File: src/sv/drs_pkg.sv
// Shared types, constants and codes for the directory record search block.
// Depends on nothing; every other file refers to it by scoped names.
package drs_pkg;

  // Sector and search-name geometry.
  localparam int SECTOR_BYTES = 2048;
  localparam int NAME_BYTES   = 128;
  localparam int SECTOR_SHIFT = $clog2(SECTOR_BYTES);
  localparam int SECT_W       = SECTOR_SHIFT;
  localparam int CNT_W        = 32 - SECTOR_SHIFT;
  localparam int NAME_AW      = $clog2(NAME_BYTES);
  localparam int NLEN_W       = $clog2(NAME_BYTES + 1);

  // Queue between the front and the back.
  localparam int QUEUE_DEPTH = 4;
  localparam int QUEUE_AW    = $clog2(QUEUE_DEPTH);

  // Byte offsets inside a directory record.
  localparam logic [7:0] OFF_EXTENT_LO = 8'd2;
  localparam logic [7:0] OFF_EXTENT_HI = 8'd5;
  localparam logic [7:0] OFF_SIZE_LO   = 8'd10;
  localparam logic [7:0] OFF_SIZE_HI   = 8'd13;
  localparam logic [7:0] OFF_FLAGS     = 8'd25;
  localparam logic [7:0] OFF_NAME_LEN  = 8'd32;
  localparam logic [7:0] OFF_NAME      = 8'd33;
  localparam int         FLAG_DIR_BIT  = 1;

  // Input operation codes.
  localparam logic [1:0] OP_APPEND = 2'd0;
  localparam logic [1:0] OP_START  = 2'd1;
  localparam logic [1:0] OP_BYTE   = 2'd2;

  // Result kinds.
  localparam logic [1:0] KIND_REQUEST   = 2'd0;
  localparam logic [1:0] KIND_FOUND     = 2'd1;
  localparam logic [1:0] KIND_NOT_FOUND = 2'd2;

  typedef struct packed {
    logic [1:0]  operation;
    logic [7:0]  data_byte;
    logic [31:0] dir_lba;
    logic [31:0] dir_length;
  } in_item_t;

  typedef struct packed {
    logic [1:0]  kind;
    logic [31:0] lba;
    logic [31:0] size;
  } out_item_t;

  // Classified command as it travels through the queue.
  typedef enum logic [1:0] {
    CMD_APPEND,
    CMD_START,
    CMD_BYTE,
    CMD_NOP
  } cmd_t;

  typedef struct packed {
    cmd_t             cmd;
    logic [7:0]       data_byte;
    logic [31:0]      lba;
    logic [CNT_W-1:0] last_sector;
    logic             dir_empty;
  } q_item_t;

  typedef struct packed {
    logic full;
    logic empty;
  } q_status_t;

endpackage

File: src/sv/directory_record_search.sv
// Top level of the directory record search block: front end, command queue
// and back end. Depends on drs_pkg, drs_front, drs_queue and drs_back.
//
//   Channel   Direction  Payload              Handshake
//   in_       input      drs_pkg::in_item_t   in_valid / in_ready
//   out_      output     drs_pkg::out_item_t  out_valid / out_ready
//
// The front end decodes each input transfer combinationally into the queue;
// the back end's per-byte record parser, with one search-name read registered
// ahead, takes one item per cycle while the result register is not stalled.
// A four-entry queue sits between front and back, and the result register
// lets new items be processed in the cycle its result is taken.
// Reset is synchronous and active low; the search-name store is not reset and
// needs no clearing pass, since only entries below the name length are used.
// A stall on out_ready holds the back end, and the queue then fills before
// in_ready drops.
module directory_record_search (
  input  logic               clk,
  input  logic               rst_n,
  input  logic               in_valid,
  output logic               in_ready,
  input  drs_pkg::in_item_t  in_data,
  output logic               out_valid,
  input  logic               out_ready,
  output drs_pkg::out_item_t out_data
);

  drs_pkg::q_status_t q_stat;
  drs_pkg::q_item_t   push_item;
  drs_pkg::q_item_t   head;
  logic               push;
  logic               pop;

  // Decodes each input transfer and pushes it into the queue.
  drs_front u_front (
    .in_valid  (in_valid),
    .in_ready  (in_ready),
    .in_data   (in_data),
    .q_stat    (q_stat),
    .push      (push),
    .push_item (push_item)
  );

  // Decouples the front end from result-side stalls.
  drs_queue u_queue (
    .clk       (clk),
    .rst_n     (rst_n),
    .push      (push),
    .push_item (push_item),
    .pop       (pop),
    .head      (head),
    .q_stat    (q_stat)
  );

  // Runs the search and owns the result register.
  drs_back u_back (
    .clk       (clk),
    .rst_n     (rst_n),
    .head      (head),
    .q_stat    (q_stat),
    .pop       (pop),
    .out_valid (out_valid),
    .out_ready (out_ready),
    .out_data  (out_data)
  );

endmodule

File: src/sv/drs_front.sv
// Front end: takes input transfers, decodes the operation and works out the
// last sector index of a start. Depends on drs_pkg.
module drs_front (
  input  logic               in_valid,
  output logic               in_ready,
  input  drs_pkg::in_item_t  in_data,
  input  drs_pkg::q_status_t q_stat,
  output logic               push,
  output drs_pkg::q_item_t   push_item
);

  logic [drs_pkg::CNT_W-1:0] whole_sectors;
  logic                      partial;

  assign in_ready      = !q_stat.full;
  assign push          = in_valid && !q_stat.full;
  assign whole_sectors = in_data.dir_length[31:drs_pkg::SECTOR_SHIFT];
  assign partial       = |in_data.dir_length[drs_pkg::SECTOR_SHIFT-1:0];

  always_comb begin
    push_item.data_byte   = in_data.data_byte;
    push_item.lba         = in_data.dir_lba;
    push_item.dir_empty   = (in_data.dir_length == 32'd0);
    // Index of the last sector: ceil(size / sector) - 1.
    push_item.last_sector = partial ? whole_sectors
                                    : whole_sectors - drs_pkg::CNT_W'(1);
    unique case (in_data.operation)
      drs_pkg::OP_APPEND: push_item.cmd = drs_pkg::CMD_APPEND;
      drs_pkg::OP_START:  push_item.cmd = drs_pkg::CMD_START;
      drs_pkg::OP_BYTE:   push_item.cmd = drs_pkg::CMD_BYTE;
      default:            push_item.cmd = drs_pkg::CMD_NOP;
    endcase
  end

endmodule

File: src/sv/drs_queue.sv
// Short queue of classified commands between the front and the back.
// Depends on drs_pkg.
module drs_queue (
  input  logic               clk,
  input  logic               rst_n,
  input  logic               push,
  input  drs_pkg::q_item_t   push_item,
  input  logic               pop,
  output drs_pkg::q_item_t   head,
  output drs_pkg::q_status_t q_stat
);

  drs_pkg::q_item_t                slot_r [drs_pkg::QUEUE_DEPTH];
  logic [drs_pkg::QUEUE_AW-1:0]    wr_ptr_r, wr_ptr_nxt;
  logic [drs_pkg::QUEUE_AW-1:0]    rd_ptr_r, rd_ptr_nxt;
  logic [drs_pkg::QUEUE_AW:0]      count_r, count_nxt;

  assign head         = slot_r[rd_ptr_r];
  assign q_stat.full  = (count_r == (drs_pkg::QUEUE_AW+1)'(drs_pkg::QUEUE_DEPTH));
  assign q_stat.empty = (count_r == '0);

  always_comb begin
    wr_ptr_nxt = wr_ptr_r;
    rd_ptr_nxt = rd_ptr_r;
    count_nxt  = count_r;
    if (push) begin
      wr_ptr_nxt = (wr_ptr_r == drs_pkg::QUEUE_AW'(drs_pkg::QUEUE_DEPTH - 1)) ? '0
                 : wr_ptr_r + drs_pkg::QUEUE_AW'(1);
    end
    if (pop) begin
      rd_ptr_nxt = (rd_ptr_r == drs_pkg::QUEUE_AW'(drs_pkg::QUEUE_DEPTH - 1)) ? '0
                 : rd_ptr_r + drs_pkg::QUEUE_AW'(1);
    end
    if (push && !pop) begin
      count_nxt = count_r + (drs_pkg::QUEUE_AW+1)'(1);
    end else if (pop && !push) begin
      count_nxt = count_r - (drs_pkg::QUEUE_AW+1)'(1);
    end
  end

  always_ff @(posedge clk) begin
    if (!rst_n) begin
      wr_ptr_r <= '0;
      rd_ptr_r <= '0;
      count_r  <= '0;
    end else begin
      wr_ptr_r <= wr_ptr_nxt;
      rd_ptr_r <= rd_ptr_nxt;
      count_r  <= count_nxt;
    end
  end

  always_ff @(posedge clk) begin
    if (push) begin
      slot_r[wr_ptr_r] <= push_item;
    end
  end

endmodule

File: src/sv/drs_back.sv
// Back end: holds the search name and the search state, parses directory
// records one byte per cycle while the result register is not stalled, and
// drives the result register. Depends on drs_pkg.
module drs_back (
  input  logic               clk,
  input  logic               rst_n,
  input  drs_pkg::q_item_t   head,
  input  drs_pkg::q_status_t q_stat,
  output logic               pop,
  output logic               out_valid,
  input  logic               out_ready,
  output drs_pkg::out_item_t out_data
);

  // Search name store, no reset.
  logic [7:0] name_mem [drs_pkg::NAME_BYTES];
  logic [7:0] name_rd_r;
  logic       name_wr;
  logic [drs_pkg::NAME_AW-1:0] name_rd_addr;

  logic                        searching_r, searching_nxt;
  logic [drs_pkg::NLEN_W-1:0]  srch_len_r, srch_len_nxt;
  logic [31:0]                 next_sector_r, next_sector_nxt;
  logic [drs_pkg::CNT_W-1:0]   sectors_left_r, sectors_left_nxt;
  logic [drs_pkg::SECT_W-1:0]  byte_pos_r, byte_pos_nxt;
  logic [7:0]                  rec_len_r, rec_len_nxt;
  logic [7:0]                  rec_off_r, rec_off_nxt;
  logic [31:0]                 ext_loc_r, ext_loc_nxt;
  logic [31:0]                 ext_size_r, ext_size_nxt;
  logic [7:0]                  flags_r, flags_nxt;
  logic [7:0]                  rec_nlen_r, rec_nlen_nxt;
  logic                        match_r, match_nxt;
  logic [7:0]                  first_r, first_nxt;
  logic                        skip_r, skip_nxt;
  logic                        out_valid_r, out_valid_nxt;
  drs_pkg::out_item_t          out_r, out_nxt;

  logic       go;
  logic       hit;
  logic       emit;
  logic [7:0] b;
  logic [7:0] idx;
  logic [7:0] first_v;
  logic       match_v;
  logic [1:0] lane;

  // A record named "\0" or "\1" of length one is the dot or dot-dot entry.
  function automatic logic decide(input logic [7:0] rlen, input logic [7:0] first,
                                  input logic [7:0] flags, input logic name_eq);
    logic dot;
    dot = (rlen == 8'd1) && (first <= 8'd1);
    return !dot && flags[drs_pkg::FLAG_DIR_BIT] && name_eq;
  endfunction

  assign go        = !q_stat.empty && (!out_valid_r || out_ready);
  assign pop       = go;
  assign out_valid = out_valid_r;
  assign out_data  = out_r;
  assign b         = head.data_byte;
  assign name_rd_addr = drs_pkg::NAME_AW'(rec_off_nxt - drs_pkg::OFF_NAME);

  always_comb begin
    searching_nxt    = searching_r;
    srch_len_nxt     = srch_len_r;
    next_sector_nxt  = next_sector_r;
    sectors_left_nxt = sectors_left_r;
    byte_pos_nxt     = byte_pos_r;
    rec_len_nxt      = rec_len_r;
    rec_off_nxt      = rec_off_r;
    ext_loc_nxt      = ext_loc_r;
    ext_size_nxt     = ext_size_r;
    flags_nxt        = flags_r;
    rec_nlen_nxt     = rec_nlen_r;
    match_nxt        = match_r;
    first_nxt        = first_r;
    skip_nxt         = skip_r;
    name_wr          = 1'b0;
    hit              = 1'b0;
    emit             = 1'b0;
    out_nxt          = out_r;
    idx              = rec_off_r - drs_pkg::OFF_NAME;
    first_v          = first_r;
    match_v          = match_r;
    lane             = 2'd0;

    if (go) begin
      case (head.cmd)
        drs_pkg::CMD_APPEND: begin
          if (!searching_r && (b != 8'd0) &&
              (srch_len_r < drs_pkg::NLEN_W'(drs_pkg::NAME_BYTES))) begin
            name_wr      = 1'b1;
            srch_len_nxt = srch_len_r + drs_pkg::NLEN_W'(1);
          end
        end
        drs_pkg::CMD_START: begin
          emit = 1'b1;
          if (head.dir_empty) begin
            searching_nxt = 1'b0;
            srch_len_nxt  = '0;
            out_nxt       = '{kind: drs_pkg::KIND_NOT_FOUND, lba: 32'd0, size: 32'd0};
          end else begin
            searching_nxt    = 1'b1;
            sectors_left_nxt = head.last_sector;
            next_sector_nxt  = head.lba + 32'd1;
            byte_pos_nxt     = '0;
            rec_len_nxt      = 8'd0;
            rec_off_nxt      = 8'd0;
            skip_nxt         = 1'b0;
            out_nxt          = '{kind: drs_pkg::KIND_REQUEST, lba: head.lba, size: 32'd0};
          end
        end
        drs_pkg::CMD_BYTE: begin
          if (searching_r) begin
            if (!skip_r) begin
              if (rec_len_r == 8'd0) begin
                // Length byte: zero skips the rest of the sector.
                if (b == 8'd0) begin
                  skip_nxt = 1'b1;
                end else begin
                  rec_len_nxt   = (b == 8'd1) ? 8'd0 : b;
                  rec_off_nxt   = 8'd1;
                  ext_loc_nxt   = 32'd0;
                  ext_size_nxt  = 32'd0;
                  flags_nxt     = 8'd0;
                  rec_nlen_nxt  = 8'd0;
                  match_nxt     = 1'b1;
                  first_nxt     = 8'd0;
                end
              end else begin
                if (rec_off_r >= drs_pkg::OFF_EXTENT_LO &&
                    rec_off_r <= drs_pkg::OFF_EXTENT_HI) begin
                  lane = 2'(rec_off_r - drs_pkg::OFF_EXTENT_LO);
                  ext_loc_nxt[lane*8 +: 8] = b;
                end else if (rec_off_r >= drs_pkg::OFF_SIZE_LO &&
                             rec_off_r <= drs_pkg::OFF_SIZE_HI) begin
                  lane = 2'(rec_off_r - drs_pkg::OFF_SIZE_LO);
                  ext_size_nxt[lane*8 +: 8] = b;
                end else if (rec_off_r == drs_pkg::OFF_FLAGS) begin
                  flags_nxt = b;
                end else if (rec_off_r == drs_pkg::OFF_NAME_LEN) begin
                  rec_nlen_nxt = b;
                  match_nxt    = (9'(b) == 9'(srch_len_r));
                  // An empty record name is decided right here.
                  if (b == 8'd0) begin
                    hit = flags_r[drs_pkg::FLAG_DIR_BIT] && (srch_len_r == '0);
                  end
                end else if (rec_off_r >= drs_pkg::OFF_NAME &&
                             9'(rec_off_r) < 9'(drs_pkg::OFF_NAME) + 9'(rec_nlen_r)) begin
                  first_v   = (idx == 8'd0) ? b : first_r;
                  match_v   = match_r && (9'(idx) < 9'(srch_len_r)) && (name_rd_r == b);
                  first_nxt = first_v;
                  match_nxt = match_v;
                  if (9'(idx) + 9'd1 == 9'(rec_nlen_r)) begin
                    hit = decide(rec_nlen_r, first_v, flags_r, match_v);
                  end
                end
                rec_off_nxt = rec_off_r + 8'd1;
                if (9'(rec_off_r) + 9'd1 >= 9'(rec_len_r)) begin
                  rec_len_nxt = 8'd0;
                end
              end
            end

            if (hit) begin
              emit          = 1'b1;
              searching_nxt = 1'b0;
              srch_len_nxt  = '0;
              out_nxt       = '{kind: drs_pkg::KIND_FOUND, lba: ext_loc_r, size: ext_size_r};
            end else begin
              byte_pos_nxt = byte_pos_r + drs_pkg::SECT_W'(1);
              if (byte_pos_r == drs_pkg::SECT_W'(drs_pkg::SECTOR_BYTES - 1)) begin
                emit = 1'b1;
                if (sectors_left_r == '0) begin
                  searching_nxt = 1'b0;
                  srch_len_nxt  = '0;
                  out_nxt = '{kind: drs_pkg::KIND_NOT_FOUND, lba: 32'd0, size: 32'd0};
                end else begin
                  sectors_left_nxt = sectors_left_r - drs_pkg::CNT_W'(1);
                  next_sector_nxt  = next_sector_r + 32'd1;
                  byte_pos_nxt     = '0;
                  rec_len_nxt      = 8'd0;
                  rec_off_nxt      = 8'd0;
                  skip_nxt         = 1'b0;
                  out_nxt = '{kind: drs_pkg::KIND_REQUEST, lba: next_sector_r, size: 32'd0};
                end
              end
            end
          end
        end
        default: begin
        end
      endcase
    end

    if (emit) begin
      out_valid_nxt = 1'b1;
    end else if (out_ready) begin
      out_valid_nxt = 1'b0;
    end else begin
      out_valid_nxt = out_valid_r;
    end
  end

  always_ff @(posedge clk) begin
    if (!rst_n) begin
      searching_r    <= 1'b0;
      srch_len_r     <= '0;
      next_sector_r  <= 32'd0;
      sectors_left_r <= '0;
      byte_pos_r     <= '0;
      rec_len_r      <= 8'd0;
      rec_off_r      <= 8'd0;
      ext_loc_r      <= 32'd0;
      ext_size_r     <= 32'd0;
      flags_r        <= 8'd0;
      rec_nlen_r     <= 8'd0;
      match_r        <= 1'b1;
      first_r        <= 8'd0;
      skip_r         <= 1'b0;
      out_valid_r    <= 1'b0;
    end else begin
      searching_r    <= searching_nxt;
      srch_len_r     <= srch_len_nxt;
      next_sector_r  <= next_sector_nxt;
      sectors_left_r <= sectors_left_nxt;
      byte_pos_r     <= byte_pos_nxt;
      rec_len_r      <= rec_len_nxt;
      rec_off_r      <= rec_off_nxt;
      ext_loc_r      <= ext_loc_nxt;
      ext_size_r     <= ext_size_nxt;
      flags_r        <= flags_nxt;
      rec_nlen_r     <= rec_nlen_nxt;
      match_r        <= match_nxt;
      first_r        <= first_nxt;
      skip_r         <= skip_nxt;
      out_valid_r    <= out_valid_nxt;
    end
  end

  always_ff @(posedge clk) begin
    out_r <= out_nxt;
  end

  // The read port follows the next record offset, so the name byte for the
  // following sector byte is already registered when that byte arrives.
  always_ff @(posedge clk) begin
    if (name_wr) begin
      name_mem[srch_len_r[drs_pkg::NAME_AW-1:0]] <= b;
    end
    name_rd_r <= name_mem[name_rd_addr];
  end

endmodule

File: config.mk
export PLATFORM = sky130hd
export DESIGN_NAME = directory_record_search
export DESIGN_NICKNAME = d
export VERILOG_FILES = /design/src/sv/drs_pkg.sv /design/src/sv/directory_record_search.sv /design/src/sv/drs_front.sv /design/src/sv/drs_queue.sv /design/src/sv/drs_back.sv
export SDC_FILE = /design/constraint.sdc
export NUM_CORES = 2
export LEC_CHECK = 0
export BUFFER_PORTS_ARGS = -buffer_cell sky130_fd_sc_hd__buf_2
export CORE_UTILIZATION = 45
export CTS_BUF_LIST = sky130_fd_sc_hd__clkbuf_8
export CTS_CLUSTER_SIZE = 14
export DETAILED_ROUTE_END_ITERATION = 7
export GPL_TIMING_DRIVEN = 0
export PLACE_DENSITY = 0.68
export SLEW_MARGIN = 20
export SYNTH_ARGS = -nofsm -noshare
export SYNTH_HDL_FRONTEND = slang
export SYNTH_SLANG_ARGS = --single-unit
File: constraint.sdc
create_clock -name clk -period 27.4 [get_ports clk]
set_input_delay 2.74 -clock clk [delete_from_list [all_inputs] [get_ports clk]]
set_output_delay 2.74 -clock clk [all_outputs]
set_load 0.02 [all_outputs]
==> reports/metrics.yaml <==
placement:
  dpl.hpwl_mm: 126
  gp_congestion: 0.984
  port_buffers: 142
  pre_cts_ws_ns: 13.94
pwr:
  cellLeakagePower_uw: 0.0249
  finalPower_uw: 6450
  ir_drop_mv: 0.0701
  power.density_nw_per_um2: 89.6
yosys:
  synth.area.top_cells: "edfxtp_1 (63%), dfxtp_1 (5.9%), mux4_2 (4.7%)"
  ys_types: 91
  synthArstFlopShare: 0
  ys_warn_count: 0
  synth_top_area_frac: 0.633
  avgSynthCellArea_um2: 14.0
  ys_ff_latch: 1535
  yosys.area.top_type: "edfxtp_1"
  seq_area_frac_synth: 0.692
  synth_edf_count: 1346
  syn_inst: 4568
  synth_common_cells: "edfxtp_1 (1346), nand2_1 (726), nor2_1 (359), mux2i_1 (256), dfxtp_1 (189)"
  synthFlopType: "edfxtp_1"
  yosysMostFrequentCell: "edfxtp_1"
  syn_area_um2: 63800
  synth_nets: 4695
flow_run:
  cap_viol_max_count: 0
cts:
  cts-resized-gates: 0
  cts_num_sinks: 1535
  clock_latency_ns: 0.99
  cts_max_path_buffers: 3
  numCtsBuffers: 238
  clockRootBuffer: "clkbuf_8"
  clkTransAtPathRegs_ns: 0.06
  cts_hold_buffers: 0
  postCtsSetupBuffers: 0
  htree_num_levels: 4
  cts_tree: "built"
floorplan:
  core_area_um2: 140000
  die_h_um: 379
  initial_core_util: 0.455
  die_w_um: 379
  die_area_um2: 143000
  rows: 137
  boundaryPins: 146
timing:
  max_clock_freq_mhz: 74.1
  maxSlewViolCount: 0
  rsz0062_at_grt: "false"
  tns_ns: 0
  report.final.setup_viol: 0
  setup_ws_ns: 13.91
  worst_hold_slack_ns: 0.427
  worst_pin_slew_ns: 1.33
  fin_crit_ns: 13.49
  finalHoldViolCount: 0
  max_slew_margin: 0.108
  fin_crit_sh: 0.492
  skew_ns: 0.104
global_routing:
  antenna_found_initial: 15
  grt_pass1_wl_mm: 267
  grt_use_total: 0.257
  overflow: 0
  grt_max_degree: 137
  grt_pass1_vias: 39700
cells_and_area:
  drive_above_1_share: 0.140
  synthToLayoutAreaGrowth_pct: 12.7
  fin_nets: 5094
  fillers: 11900
route:
  route.detailed.wl_per_inst_um: 26.5
  first_pass_iters: 8
  ant_nets: 0
  num_vias: 41700
  vias_per_cell: 5.93
  drc: 0
  routed_wl_mm: 187
  drtIter0Drc: 5635
setup_path:
  cp.required_ns: 28.18
  crit_top_cell: "buf_2"
  crit_arrival_ns: 14.28
  cp-end-kind: "flop"
  critPathMaxStageDelay_ns: 0.81
  startpoint_type: "flop"
  path_class: "reg2reg"
  critPathSlowestCell: "nor2_1"
  critical_path.max_fanout: 10
hold_path:
  hp-class: "reg2reg"
outcome:
  status: "finished, final reports clean"
[worst max-delay path, delay by kind of cell (launching register included)]
family	cells	cell delay, ns
muxes	1	0.66
DFF	1	0.32
AOI/OAI and AO/OA	7	2.24
buffers and inverters	15	6.30
adders and majority gates	2	0.47
and+or+nand+nor	8	3.29
[sequential cells by signal (all words and copies together) (netlist names), 11 cells and up, named ones only]
register / flops
u_back.byte_pos_r: 11
u_back.ext_loc_r: 32
u_back.ext_size_r: 32
u_back.name_mem: 1024
u_back.next_sector_r: 32
u_back.out_data: 66
u_back.sectors_left_r: 21
u_queue.slot_r: 256
[layer usage]
metal  share of wire  global-route usage  wire, µm
met1            0.39               0.347     72700
met2            0.45               0.391     83800
met5         0.00047                   0        87
met4           0.050               0.122      9370
met3            0.11              0.0604     20500
[cells in the final DEF (no fill, tap or decap), types with 23 or more instances in the layout]
| cell type | n |
|---|---|
| clkinv_1 | 49 |
| ha_1 | 48 |
| a31oi_1 | 74 |
| and2_1 | 44 |
| nand2b_1 | 26 |
| nand2_1 | 726 |
| buf_2 | 186 |
| a21oi_1 | 177 |
| xor2_1 | 38 |
| or3_1 | 23 |
| xnor2_1 | 64 |
| clkbuf_8 | 253 |
| o21ai_0 | 53 |
| a211oi_1 | 29 |
| nor3_1 | 46 |
| a22oi_1 | 67 |
| inv_1 | 140 |
| clkbuf_1 | 167 |
| nor4_1 | 24 |
| nand4_1 | 30 |
| dfxtp_1 | 189 |
| nand3_1 | 187 |
| a32oi_1 | 69 |
| mux2i_1 | 256 |
| a221oi_1 | 25 |
| mux4_2 | 132 |
| edfxtp_1 | 1346 |
| nor2_1 | 359 |
[stage by stage]
stage / cells / util / cell area [µm²]
6_report: 7038 / 0.513 / 71900
5_1_grt: 7036 / 0.513 / 71900
4_1_cts: 7031 / 0.513 / 71900
3_5_place_dp: 6602 / 0.481 / 67400
3_3_place_gp: 6586 / 0.477 / 66900
2_1_floorplan: 4568 / - / 63800
[worst paths after layout]
check                                         from  slack (ns)  depth (start not counted)                          end
setup / recovery                              flop       13.91                         33  u_back.name_rd_r[4]$_DFF_P_
hold / removal    u_queue.rd_ptr_r[1]$_SDFFE_PN0P_        0.43                          2                         flop
setup reg to reg                              flop       13.91                         33  u_back.name_rd_r[4]$_DFF_P_
hold reg to reg   u_queue.rd_ptr_r[1]$_SDFFE_PN0P_        0.43                          2                         flop
[cells by family after synthesis]
family                     Yosys count  synth area share
and+or+nand+nor                   1540             0.106
DFF                               1535             0.692
AOI/OAI and AO/OA                  612            0.0655
muxes                              390            0.0871
buffers and inverters              336            0.0245
xor gates and xnor gates           106            0.0153
adders and majority gates           49           0.00972
[power breakdown]
group	leakage (µW)	internal (µW)	switching, µW
Combinational	0.00860	453	1130
Clock	0.00261	915	923
Sequential	0.0137	2970	58.0
[area by class of cell]
class                      instances  area [µm²]  area share
antenna                            6        15.0    0.000209
multi-input combinational       2697       18100       0.252
sequential                      1535       44200       0.614
tap                             1876        2350      0.0326
inverter                          61         229     0.00318
timing repair buffer             159        1130      0.0157
buffer                           275        1370      0.0191
clock buffer                     253        3480      0.0484
clock inverter                   176        1040      0.0144
Power figures use the tool's default switching activity.
